[config.mk]
export PLATFORM = sky130hd
export DESIGN_NAME = unique_class_label_resolver_core_flat
export DESIGN_NICKNAME = d
export VERILOG_FILES = /design/src/rtl/uclr_pkg.sv /design/src/rtl/uclr_if.sv /design/src/rtl/uclr_front.sv /design/src/rtl/uclr_queue.sv /design/src/rtl/uclr_back.sv /design/src/rtl/unique_class_label_resolver_core.sv /design/src/flat_wrapper.sv
export SDC_FILE = /design/constraint.sdc
export NUM_CORES = 2
export LEC_CHECK = 0
export BUFFER_PORTS_ARGS = -buffer_cell sky130_fd_sc_hd__buf_2
export CAP_MARGIN = 20
export CELL_PAD_IN_SITES_DETAIL_PLACEMENT = 0
export CELL_PAD_IN_SITES_GLOBAL_PLACEMENT = 1
export CORE_ASPECT_RATIO = 1.5
export CORE_UTILIZATION = 58
export DETAILED_ROUTE_END_ITERATION = 10
export PLACE_DENSITY_LB_ADDON = 0.1
export SLEW_MARGIN = 15
export SYNTH_ARGS = -nofsm -noshare
export SYNTH_HDL_FRONTEND = slang
export SYNTH_SLANG_ARGS = --single-unit
[constraint.sdc]
create_clock -name clk -period 11.7 [get_ports clk]
set_clock_uncertainty 0.05 [all_clocks]
set_input_delay 0.585 -clock clk [delete_from_list [all_inputs] [get_ports clk]]
set_output_delay 0.585 -clock clk [all_outputs]
set_load 0.01 [all_outputs]
[src/rtl/uclr_pkg.sv]
// ------------------------------------------------------------
// uclr_pkg
// shared types and constants of the unique class label resolver
// ------------------------------------------------------------
package uclr_pkg;

  // fixed field widths of the channels
  localparam int SCORE_W = 16;
  localparam int CELL_W  = 4;
  localparam int LABEL_W = 4;

  // command control from front to back
  typedef struct packed {
    logic wr;    // store the score at the carried address
    logic last;  // table complete, start resolution
  } uclr_ctl_t;

  // back status seen by the top level
  typedef struct packed {
    logic idle;  // waiting for a command
    logic emit;  // handing out results
  } uclr_bk_stat_t;

endpackage

[src/rtl/uclr_if.sv]
// ------------------------------------------------------------
// uclr_if
// valid/ready channel interfaces for scores and results
// ------------------------------------------------------------
interface uclr_in_if;
  import uclr_pkg::*;

  logic               valid;
  logic               ready;
  logic [SCORE_W-1:0] score;
  logic               last_score;

  modport source (output valid, output score, output last_score, input ready);
  modport sink   (input valid, input score, input last_score, output ready);
endinterface

interface uclr_out_if;
  import uclr_pkg::*;

  logic               valid;
  logic               ready;
  logic [CELL_W-1:0]  cell_res;
  logic [LABEL_W-1:0] label;
  logic               last_cell;

  modport source (output valid, output cell_res, output label, output last_cell,
                  input ready);
  modport sink   (input valid, input cell_res, input label, input last_cell,
                  output ready);
endinterface

[src/rtl/uclr_front.sv]
// ------------------------------------------------------------
// uclr_front
// accepts scores, assigns table addresses and tags the end mark
// ------------------------------------------------------------
module uclr_front #(
  parameter int NUM_CELLS  = 9,
  parameter int SCORE_BITS = 16
) (
  input  logic                                      clk,
  input  logic                                      rst_n,
  uclr_in_if.sink                                   in_ch,
  input  logic                                      q_full,
  output logic                                      q_push,
  output uclr_pkg::uclr_ctl_t                       q_ctl,
  output logic [$clog2(NUM_CELLS*NUM_CELLS)-1:0]    q_addr,
  output logic [SCORE_BITS-1:0]                     q_data
);
  import uclr_pkg::*;

  localparam int TBL = NUM_CELLS * NUM_CELLS;
  localparam int AW  = $clog2(TBL);
  localparam int LCW = $clog2(TBL + 1);

  logic [LCW-1:0] load_cnt_r, load_cnt_nxt;
  logic           room;

  // keep the low score bits, zero-extend when storage is wider
  if (SCORE_BITS <= SCORE_W) begin : g_trunc
    assign q_data = in_ch.score[SCORE_BITS-1:0];
  end else begin : g_ext
    assign q_data = {{(SCORE_BITS-SCORE_W){1'b0}}, in_ch.score};
  end

  assign in_ch.ready = !q_full;
  assign q_push      = in_ch.valid && !q_full;
  assign room        = load_cnt_r < LCW'(TBL);
  assign q_ctl.wr    = room;
  assign q_ctl.last  = in_ch.last_score;
  assign q_addr      = load_cnt_r[AW-1:0];

  always_comb begin
    load_cnt_nxt = load_cnt_r;
    if (q_push) begin
      if (in_ch.last_score) begin
        load_cnt_nxt = '0;
      end else if (room) begin
        load_cnt_nxt = load_cnt_r + 1'b1;
      end
    end
  end

  always_ff @(posedge clk) begin
    if (!rst_n) begin
      load_cnt_r <= '0;
    end else begin
      load_cnt_r <= load_cnt_nxt;
    end
  end

endmodule

[src/rtl/uclr_queue.sv]
// ------------------------------------------------------------
// uclr_queue
// two-entry command queue between front and back
// ------------------------------------------------------------
module uclr_queue #(
  parameter int W = 23
) (
  input  logic                clk,
  input  logic                rst_n,
  input  logic                push,
  input  uclr_pkg::uclr_ctl_t din_ctl,
  input  logic [W-1:0]        din_data,
  output logic                full,
  input  logic                pop,
  output uclr_pkg::uclr_ctl_t dout_ctl,
  output logic [W-1:0]        dout_data,
  output logic                empty
);
  import uclr_pkg::*;

  localparam int QD   = 2;
  localparam int CNTW = $clog2(QD + 1);

  uclr_ctl_t       ctl_q  [QD];
  logic [W-1:0]    data_q [QD];
  logic            wr_ptr_r, wr_ptr_nxt;
  logic            rd_ptr_r, rd_ptr_nxt;
  logic [CNTW-1:0] cnt_r, cnt_nxt;

  assign full      = cnt_r == CNTW'(QD);
  assign empty     = cnt_r == '0;
  assign dout_ctl  = ctl_q[rd_ptr_r];
  assign dout_data = data_q[rd_ptr_r];

  always_comb begin
    wr_ptr_nxt = push ? !wr_ptr_r : wr_ptr_r;
    rd_ptr_nxt = pop ? !rd_ptr_r : rd_ptr_r;
    cnt_nxt    = cnt_r + CNTW'(push) - CNTW'(pop);
  end

  always_ff @(posedge clk) begin
    if (!rst_n) begin
      wr_ptr_r <= 1'b0;
      rd_ptr_r <= 1'b0;
      cnt_r    <= '0;
    end else begin
      wr_ptr_r <= wr_ptr_nxt;
      rd_ptr_r <= rd_ptr_nxt;
      cnt_r    <= cnt_nxt;
    end
  end

  always_ff @(posedge clk) begin
    if (push) begin
      ctl_q[wr_ptr_r]  <= din_ctl;
      data_q[wr_ptr_r] <= din_data;
    end
  end

endmodule

[src/rtl/uclr_back.sv]
// ------------------------------------------------------------
// uclr_back
// score table, conflict-resolution sequencer and result output
// ------------------------------------------------------------
module uclr_back #(
  parameter int NUM_CELLS  = 9,
  parameter int SCORE_BITS = 16
) (
  input  logic                                   clk,
  input  logic                                   rst_n,
  input  logic                                   q_empty,
  input  uclr_pkg::uclr_ctl_t                    q_ctl,
  input  logic [$clog2(NUM_CELLS*NUM_CELLS)-1:0] q_addr,
  input  logic [SCORE_BITS-1:0]                  q_data,
  output logic                                   q_pop,
  output uclr_pkg::uclr_bk_stat_t                bk_stat,
  uclr_out_if.source                             out_ch
);
  import uclr_pkg::*;

  localparam int TBL = NUM_CELLS * NUM_CELLS;
  localparam int AW  = $clog2(TBL);
  localparam int CW  = $clog2(NUM_CELLS);
  localparam int IW  = $clog2(NUM_CELLS + 1);

  typedef enum logic [4:0] {
    ST_IDLE   = 5'b00001,
    ST_SCAN   = 5'b00010,
    ST_DECIDE = 5'b00100,
    ST_DUEL   = 5'b01000,
    ST_EMIT   = 5'b10000
  } bk_state_t;

  bk_state_t state_r, state_nxt;

  logic [SCORE_BITS-1:0] mem [TBL];
  logic                  mem_we;
  logic [AW-1:0]         raddr;
  logic [SCORE_BITS-1:0] rdata_r;

  logic [CW-1:0]         cell_i_r, cell_i_nxt;
  logic [CW-1:0]         cur_r, cur_nxt;
  logic [IW-1:0]         iss_r, iss_nxt;
  logic                  rdv_r, rdv_nxt;
  logic [CW-1:0]         rdcls_r, rdcls_nxt;
  logic                  any_r, any_nxt;
  logic [CW-1:0]         best_c_r, best_c_nxt;
  logic [SCORE_BITS-1:0] best_s_r, best_s_nxt;
  logic [CW-1:0]         own_r, own_nxt;
  logic [CW-1:0]         emit_k_r, emit_k_nxt;
  logic [NUM_CELLS-1:0]  excl_r [NUM_CELLS];
  logic [NUM_CELLS-1:0]  excl_nxt [NUM_CELLS];
  logic [NUM_CELLS-1:0]  owned_r, owned_nxt;
  logic [CW-1:0]         owner_r [NUM_CELLS];
  logic [CW-1:0]         owner_nxt [NUM_CELLS];
  logic [CW-1:0]         label_r [NUM_CELLS];
  logic [CW-1:0]         label_nxt [NUM_CELLS];

  logic                  out_v_r, out_v_nxt;
  logic [CELL_W-1:0]     out_cell_r, out_cell_nxt;
  logic [LABEL_W-1:0]    out_label_r, out_label_nxt;
  logic                  out_last_r, out_last_nxt;

  logic                  cell_done;
  logic [CW-1:0]         loser;

  function automatic logic [AW-1:0] tbl_addr(input logic [CW-1:0] cell_no,
                                             input logic [CW-1:0] cls);
    return AW'(cell_no * NUM_CELLS + cls);
  endfunction

  assign bk_stat.idle    = state_r == ST_IDLE;
  assign bk_stat.emit    = state_r == ST_EMIT;
  assign out_ch.valid    = out_v_r;
  assign out_ch.cell_res = out_cell_r;
  assign out_ch.label    = out_label_r;
  assign out_ch.last_cell = out_last_r;

  always_comb begin
    state_nxt     = state_r;
    cell_i_nxt    = cell_i_r;
    cur_nxt       = cur_r;
    iss_nxt       = iss_r;
    rdv_nxt       = 1'b0;
    rdcls_nxt     = rdcls_r;
    any_nxt       = any_r;
    best_c_nxt    = best_c_r;
    best_s_nxt    = best_s_r;
    own_nxt       = own_r;
    emit_k_nxt    = emit_k_r;
    excl_nxt      = excl_r;
    owned_nxt     = owned_r;
    owner_nxt     = owner_r;
    label_nxt     = label_r;
    out_v_nxt     = out_v_r && !out_ch.ready;
    out_cell_nxt  = out_cell_r;
    out_label_nxt = out_label_r;
    out_last_nxt  = out_last_r;
    mem_we        = 1'b0;
    raddr         = '0;
    q_pop         = 1'b0;
    cell_done     = 1'b0;
    loser         = cur_r;

    case (state_r)
      ST_IDLE: begin
        if (!q_empty) begin
          q_pop  = 1'b1;
          mem_we = q_ctl.wr;
          if (q_ctl.last) begin
            owned_nxt = '0;
            for (int j = 0; j < NUM_CELLS; j++) begin
              excl_nxt[j] = '0;
            end
            cell_i_nxt = '0;
            cur_nxt    = '0;
            iss_nxt    = '0;
            any_nxt    = 1'b0;
            state_nxt  = ST_SCAN;
          end
        end
      end
      ST_SCAN: begin
        // read one class score a cycle, compare in the next cycle
        if (iss_r != IW'(NUM_CELLS)) begin
          raddr     = tbl_addr(cur_r, CW'(iss_r));
          iss_nxt   = iss_r + 1'b1;
          rdv_nxt   = 1'b1;
          rdcls_nxt = CW'(iss_r);
        end
        if (rdv_r) begin
          if (!excl_r[cur_r][rdcls_r] && (!any_r || rdata_r > best_s_r)) begin
            any_nxt    = 1'b1;
            best_c_nxt = rdcls_r;
            best_s_nxt = rdata_r;
          end
          if (rdcls_r == CW'(NUM_CELLS - 1)) begin
            state_nxt = ST_DECIDE;
          end
        end
      end
      ST_DECIDE: begin
        if (!any_r) begin
          label_nxt[cur_r] = '0;
          cell_done        = 1'b1;
        end else begin
          label_nxt[cur_r] = best_c_r;
          if (!owned_r[best_c_r]) begin
            owned_nxt[best_c_r] = 1'b1;
            owner_nxt[best_c_r] = cur_r;
            cell_done           = 1'b1;
          end else begin
            // fetch the owner's score for the contested class
            raddr     = tbl_addr(owner_r[best_c_r], best_c_r);
            own_nxt   = owner_r[best_c_r];
            state_nxt = ST_DUEL;
          end
        end
      end
      ST_DUEL: begin
        if (rdata_r > best_s_r) begin
          loser = cur_r;
        end else begin
          owner_nxt[best_c_r] = cur_r;
          loser               = own_r;
        end
        excl_nxt[loser][best_c_r] = 1'b1;
        cur_nxt   = loser;
        iss_nxt   = '0;
        any_nxt   = 1'b0;
        state_nxt = ST_SCAN;
      end
      ST_EMIT: begin
        if (!out_v_r || out_ch.ready) begin
          out_v_nxt     = 1'b1;
          out_cell_nxt  = CELL_W'(emit_k_r);
          out_label_nxt = LABEL_W'(label_r[emit_k_r]);
          out_last_nxt  = emit_k_r == CW'(NUM_CELLS - 1);
          if (emit_k_r == CW'(NUM_CELLS - 1)) begin
            state_nxt = ST_IDLE;
          end else begin
            emit_k_nxt = emit_k_r + 1'b1;
          end
        end
      end
      default: begin
        state_nxt = ST_IDLE;
      end
    endcase

    if (cell_done) begin
      if (cell_i_r == CW'(NUM_CELLS - 1)) begin
        emit_k_nxt = '0;
        state_nxt  = ST_EMIT;
      end else begin
        cell_i_nxt = cell_i_r + 1'b1;
        cur_nxt    = cell_i_r + 1'b1;
        iss_nxt    = '0;
        any_nxt    = 1'b0;
        state_nxt  = ST_SCAN;
      end
    end
  end

  // score table, one write and one registered read a cycle
  always_ff @(posedge clk) begin
    if (mem_we) begin
      mem[q_addr] <= q_data;
    end
    rdata_r <= mem[raddr];
  end

  always_ff @(posedge clk) begin
    if (!rst_n) begin
      state_r <= ST_IDLE;
      rdv_r   <= 1'b0;
      out_v_r <= 1'b0;
      owned_r <= '0;
      for (int j = 0; j < NUM_CELLS; j++) begin
        excl_r[j] <= '0;
      end
    end else begin
      state_r <= state_nxt;
      rdv_r   <= rdv_nxt;
      out_v_r <= out_v_nxt;
      owned_r <= owned_nxt;
      excl_r  <= excl_nxt;
    end
  end

  always_ff @(posedge clk) begin
    cell_i_r    <= cell_i_nxt;
    cur_r       <= cur_nxt;
    iss_r       <= iss_nxt;
    rdcls_r     <= rdcls_nxt;
    any_r       <= any_nxt;
    best_c_r    <= best_c_nxt;
    best_s_r    <= best_s_nxt;
    own_r       <= own_nxt;
    emit_k_r    <= emit_k_nxt;
    owner_r     <= owner_nxt;
    label_r     <= label_nxt;
    out_cell_r  <= out_cell_nxt;
    out_label_r <= out_label_nxt;
    out_last_r  <= out_last_nxt;
  end

endmodule

[src/rtl/unique_class_label_resolver_core.sv]
// ------------------------------------------------------------
// unique_class_label_resolver_core
// loads a cell-by-class score table and gives each cell a unique label
// ------------------------------------------------------------
// Scores arrive one per transfer on in_ch, cell-major then class, and are
// written into an internal table of NUM_CELLS*NUM_CELLS entries; a transfer
// with last_score set ends the table and starts resolution, and scores past
// a full table are dropped. Loading runs at one score per cycle through a
// two-entry command queue. Resolution is a sequencer over the single table
// read port: each pick of a cell scans its NUM_CELLS classes, and each
// ownership conflict adds a read of the owner's score for the contested
// class and a duel before the loser picks again. A run takes P picks and C
// conflicts (P = NUM_CELLS + C, C at most NUM_CELLS*(NUM_CELLS-1)). During
// that walk the queue fills and in_ch stalls. Then NUM_CELLS results leave
// out_ch, one per cycle when the sink is ready, cells in order, last_cell on
// the final one. Table entries not rewritten in a run keep their earlier
// contents.
// ------------------------------------------------------------
module unique_class_label_resolver_core #(
  parameter int NUM_CELLS  = 9,
  parameter int SCORE_BITS = 16
) (
  input  logic       clk,
  input  logic       rst_n,
  uclr_in_if.sink    in_ch,
  uclr_out_if.source out_ch
);
  import uclr_pkg::*;

  localparam int AW = $clog2(NUM_CELLS * NUM_CELLS);
  localparam int QW = AW + SCORE_BITS;

  // front side of the queue
  logic                  f_push;
  uclr_ctl_t             f_ctl;
  logic [AW-1:0]         f_addr;
  logic [SCORE_BITS-1:0] f_data;
  logic                  q_full;

  // back side of the queue
  logic                  q_pop;
  logic                  q_empty;
  uclr_ctl_t             q_ctl;
  logic [QW-1:0]         q_word;

  uclr_bk_stat_t         bk_stat;

  // accepts scores and numbers them into table addresses
  uclr_front #(
    .NUM_CELLS  (NUM_CELLS),
    .SCORE_BITS (SCORE_BITS)
  ) u_front (
    .clk    (clk),
    .rst_n  (rst_n),
    .in_ch  (in_ch),
    .q_full (q_full),
    .q_push (f_push),
    .q_ctl  (f_ctl),
    .q_addr (f_addr),
    .q_data (f_data)
  );

  // decouples loading from the resolution walk
  uclr_queue #(
    .W (QW)
  ) u_queue (
    .clk       (clk),
    .rst_n     (rst_n),
    .push      (f_push),
    .din_ctl   (f_ctl),
    .din_data  ({f_addr, f_data}),
    .full      (q_full),
    .pop       (q_pop),
    .dout_ctl  (q_ctl),
    .dout_data (q_word),
    .empty     (q_empty)
  );

  // table storage, label resolution and result output
  uclr_back #(
    .NUM_CELLS  (NUM_CELLS),
    .SCORE_BITS (SCORE_BITS)
  ) u_back (
    .clk     (clk),
    .rst_n   (rst_n),
    .q_empty (q_empty),
    .q_ctl   (q_ctl),
    .q_addr  (q_word[QW-1:SCORE_BITS]),
    .q_data  (q_word[SCORE_BITS-1:0]),
    .q_pop   (q_pop),
    .bk_stat (bk_stat),
    .out_ch  (out_ch)
  );

  // front never overruns the queue
  a_no_overflow: assert property (@(posedge clk) disable iff (!rst_n)
    f_push |-> !q_full)
    else $error("command pushed into a full queue");

  // back never takes a command that is not there
  a_no_underflow: assert property (@(posedge clk) disable iff (!rst_n)
    q_pop |-> !q_empty && bk_stat.idle)
    else $error("command popped from an empty queue or while busy");

  // a new result burst only follows the emit phase
  a_emit_source: assert property (@(posedge clk) disable iff (!rst_n)
    (out_ch.valid && !$past(out_ch.valid)) |-> $past(bk_stat.emit))
    else $error("result appeared outside the emit phase");

endmodule
[src/flat_wrapper.sv]
// flat-port wrapper written by rule: the top's interface ports become plain ports
module unique_class_label_resolver_core_flat import uclr_pkg::*;
#(
  parameter int NUM_CELLS  = 9,
  parameter int SCORE_BITS = 16
)
  (clk, rst_n, in_ch_valid, in_ch_score, in_ch_last_score, in_ch_ready, out_ch_valid, out_ch_cell_res, out_ch_label, out_ch_last_cell, out_ch_ready);
  uclr_in_if in_ch_i ();
  uclr_out_if out_ch_i ();
  input  logic clk;
  input  logic rst_n;
  input wire logic [$bits(in_ch_i.valid)-1:0] in_ch_valid;
  input wire logic [$bits(in_ch_i.score)-1:0] in_ch_score;
  input wire logic [$bits(in_ch_i.last_score)-1:0] in_ch_last_score;
  output wire logic [$bits(in_ch_i.ready)-1:0] in_ch_ready;
  output wire logic [$bits(out_ch_i.valid)-1:0] out_ch_valid;
  output wire logic [$bits(out_ch_i.cell_res)-1:0] out_ch_cell_res;
  output wire logic [$bits(out_ch_i.label)-1:0] out_ch_label;
  output wire logic [$bits(out_ch_i.last_cell)-1:0] out_ch_last_cell;
  input wire logic [$bits(out_ch_i.ready)-1:0] out_ch_ready;
  assign in_ch_i.valid = in_ch_valid;
  assign in_ch_i.score = in_ch_score;
  assign in_ch_i.last_score = in_ch_last_score;
  assign in_ch_ready = in_ch_i.ready;
  assign out_ch_valid = out_ch_i.valid;
  assign out_ch_cell_res = out_ch_i.cell_res;
  assign out_ch_label = out_ch_i.label;
  assign out_ch_last_cell = out_ch_i.last_cell;
  assign out_ch_i.ready = out_ch_ready;
  unique_class_label_resolver_core #(.NUM_CELLS(NUM_CELLS), .SCORE_BITS(SCORE_BITS)) u_core (.clk(clk), .rst_n(rst_n), .in_ch(in_ch_i), .out_ch(out_ch_i));
endmodule
==> results.tsv <==
stage	metric	value	unit
die	die_w	274	µm
clock_network	clock_path_buffers	3	
routing	drcViolationCount	12	
setup_path	crit_family	compound AO/OA/AOI/OAI gates	
cells_and_area	final_cell_count_no_fill	6226	
yosys	synthesis.area	64300	µm²
worst_hold_path	hold_path_class	input pin to flip-flop	
timing	clock.fmax	149	MHz
clock_network	htree_levels	4	
routing	vias_per_cell	6.49	
placement	globalplace.congestion	0.885	
placement	dpl_cell_area	66600	µm²
clock_network	cts_setup_buffers	0	
routing	drt_first_iter_violations	4514	
grt	grt_start_max_net_pins	120	
setup_path	slowest_stage	nand2_4	
cells_and_area	area_growth	11.1	%
clock_network	post_cts_resize_count	0	
cells_and_area	drive_above_1_share	10.6	%
die	ioPinCount	32	
timing	worst_pin_slew	1.16	ns
status	violations	design-rule violations	
timing	fin_ws	4.98	ns
grt	antenna_found_initial	7	
grt	grt_pass1_wl	267	mm
timing	min_period_over_period	57.4	%
timing	relSlewSlack	22.5	%
placement	io_buffers	31	
yosys	synth_nets	4659	
routing	routed_wl	186	mm
clock_network	cts-root-buf	clkbuf_16	
setup_path	cp.arrival	7.32	ns
yosys	synth.distinct_cells	84	
clock_network	postCtsHoldBufs	17	
yosys	synthArstFlopShare	0	%
setup_path	worstPathRequired	12.30	ns
placement	hpwl	110	mm
routing	antenna_left	0	
grt	grt_pass1_vias	39200	
setup_path	worst-setup-path-type	flip-flop to flip-flop	
pwr	peakVddDrop	0.000172	V
cells_and_area	n_fill_cell	7999	
setup_path	setup.worst_path.end_class	flip-flop	
timing	setup-violations-final	0	
setup_path	crit_start	u_core.u_back.best_c_r[0]	
routing	detail_route.wl_per_cell	29.9	µm
timing	hold_violations	0	
yosys	synthCells	4589	
die	coreArea	110000	µm²
cells_and_area	final_design_area_no_fill	71400	µm²
yosys	synthFlopType	edfxtp_1	
die	dieArea	112000	µm²
placement	dp_worst_setup_slack	4.77	ns
die	initial_core_util	58.5	%
setup_path	crit_path_max_incr_delay	0.77	ns
pwr	p_leak	24.1	nW
clock_network	cts_tree	built	
placement	dp.cells	5945	
yosys	synth_edf_count	1455	
clock_network	clock_latency	0.77	ns
timing	rsz0062_at_grt	no	
clock_network	clock_sinks	1597	
timing	min_period	6.72	ns
setup_path	cp_cell_sequence	buf_4 > mux4_2 > mux2i_1 > o21ai_0 > ha_1 > ha_1 > inv_1 > fa_1 > nor3_1 > nand4_1 > buf_4 > nand2_4 > buf_4 > a31oi_1 > a22oi_1 > o2111ai_1 > a211o_1	
run	max_cap_viol_count	0	
pwr	p_per_area	171	nW/µm²
clock_network	cts_buffers	146	
yosys	ys.warnings.count	0	
pwr	p_total	0.0122	W
timing	setup_tns	0	ns
clock_network	clkTransAtPathRegs	0.07	ns
yosys	postSynthAreaPerCell	14.0	µm²
routing	drt_first_pass_iters	8	
die	die_h	410	µm
grt	overflow	0	
setup_path	rr_startpoint	u_core.u_back.best_c_r[0]	
grt	grtUsageTotal	33.3	%
setup_path	crit_top_cell	buf_4	
die	num_rows	149	
timing	final-max-slew-violation-count	0	
status	status	complete, but fails checks	
routing	vias	40400	
yosys	synth_seq_cells	1597	
setup_path	crit_buf_inv	4	
setup_path	critPathLaunchType	flip-flop	
worst_hold_path	hp-start	out_ch_ready	
setup_path	crit_path_max_fanout	69	
yosys	yosysSeqAreaShare	72.3	%
cells_and_area	fin_nets	4748	
[cell usage in the layout, fill, tap and decap left out, types with 32 or more instances in the layout]
cell,instances
inv_1,64
a32oi_1,68
a22o_1,45
a22oi_1,46
a211oi_1,99
a31oi_1,53
buf_4,168
clkbuf_1,37
and3_1,130
clkbuf_16,155
nand4_1,55
nand3_1,222
mux4_2,36
dfxtp_1,141
nand2_1,762
a21oi_1,130
ha_1,47
o21ai_0,164
nor2_1,170
a221oi_1,32
edfxtp_1,1455
mux2i_1,197
[final cells by class]
| class | instances | area, µm² | share of cell area (%) |
|---|---|---|---|
| flip-flops and latches | 1597 | 46500 | 65.1 |
| multi-input cells | 2649 | 16600 | 23.2 |
| clock buffers | 208 | 4240 | 5.93 |
| well taps | 1434 | 1790 | 2.51 |
| repair buffers | 219 | 1630 | 2.29 |
| clock inverters | 52 | 409 | 0.573 |
| inverters | 65 | 244 | 0.342 |
| diodes | 2 | 5.00 | 0.00701 |
[cells in the mapped netlist (all sizes together) (6+ instances only)]
cell        n  area, µm²
mux4       36        811
nand2b     14       87.6
or3         9       56.3
nor3       34        180
a22o       45        394
xor2       10       87.6
a2111oi    11       96.3
a21o       13       97.6
a211oi    101        763
o21ai     167        836
clkbuf    149        559
inv        64        240
nor2      178        671
ha         47        588
a21oi     132        661
nor4       20        144
buf       129        616
a22oi      46        345
and3      130        813
nor2b      12       75.1
o31ai      10       75.1
and2       24        150
o22ai      21        138
mux2i     197       1970
nor4b       6       52.6
dfxtp     142       2840
a31oi      53        332
a21boi      8       60.1
a31o        6       52.6
a32oi      68        596
o32ai      18        165
a211o       9       78.8
a311oi     23        201
mux2       22        248
nand3     222       1110
a221o       6       60.1
edfxtp   1455      43700
o2111ai     6       52.6
a221oi     32        280
o21a        9       67.6
xnor2       9       78.8
nand4      55        344
nand2     766       2880
[flip-flops by register name (all words and copies together) (netlist names), 2 cells and up, named ones only]
signal	cells
u_core.u_back.best_c_r	4
u_core.u_back.state_r	5
u_core.u_back.own_r	4
u_core.u_back.rdcls_r	4
u_core.u_back.mem	1296
u_core.u_back.out_ch.label	4
u_core.u_queue.cnt_r	2
u_core.u_back.emit_k_r	4
u_core.u_back.owned_r	9
u_core.u_back.cell_i_r	4
u_core.u_back.out_ch.cell_res	4
u_core.u_queue.data_q	46
u_core.u_back.excl_r	81
u_core.u_queue.ctl_q	4
u_core.u_back.best_s_r	16
u_core.u_front.q_addr	7
u_core.u_back.rdata_r	16
u_core.u_back.cur_r	4
u_core.u_back.owner_r	36
u_core.u_back.label_r	36
u_core.u_back.iss_r	4
[per-layer routing]
metal	track usage [%]	up-vias	routed length (µm)
li1	-	17800	-
met1	39.5	20200	65500
met2	56.6	1927	93500
met3	5.41	486	14200
met4	20.8	2	12800
met5	0	-	15
[power breakdown]
| group | internal, W | switching (W) |
|---|---|---|
| logic | 0.000144 | 0.000727 |
| clock network | 0.00265 | 0.00203 |
| registers | 0.00663 | 0.0000355 |
| total | 0.00942 | 0.00280 |
[cells by family after synthesis]
group / share of synthesized area, %
compound gates: 8.98
mux: 4.71
fa+ha+maj: 0.976
xor+xnor: 0.259
buf+inv: 2.21
flops: 72.3
simple gates: 10.5
[worst min-delay path: cells and delay by family]
family | cells | cell delay [ns]
simple gates | 1 | 0.12
compound gates | 1 | 0.08
buf+inv | 1 | 0.07
[path summary, 6_finish.rpt]
check	end	slack [ns]	cells after the start
max	u_core.u_back.rdata_r[9]	4.98	17
min	u_core.u_back.out_ch.valid	0.10	3
max reg2reg	u_core.u_back.rdata_r[9]	4.98	17
min reg2reg	u_core.u_back.excl_r[31]	0.40	2
[per-stage QoR]
step                      hold WS [ns]  utilization, %
after floorplan                  0.356               -
after global placement           0.378            60.5
after detailed placement         0.383            60.5
after CTS                       0.0615            64.9
after global routing             0.112            64.9
final                            0.104            65.0
Power figures use the tool's default switching activity.
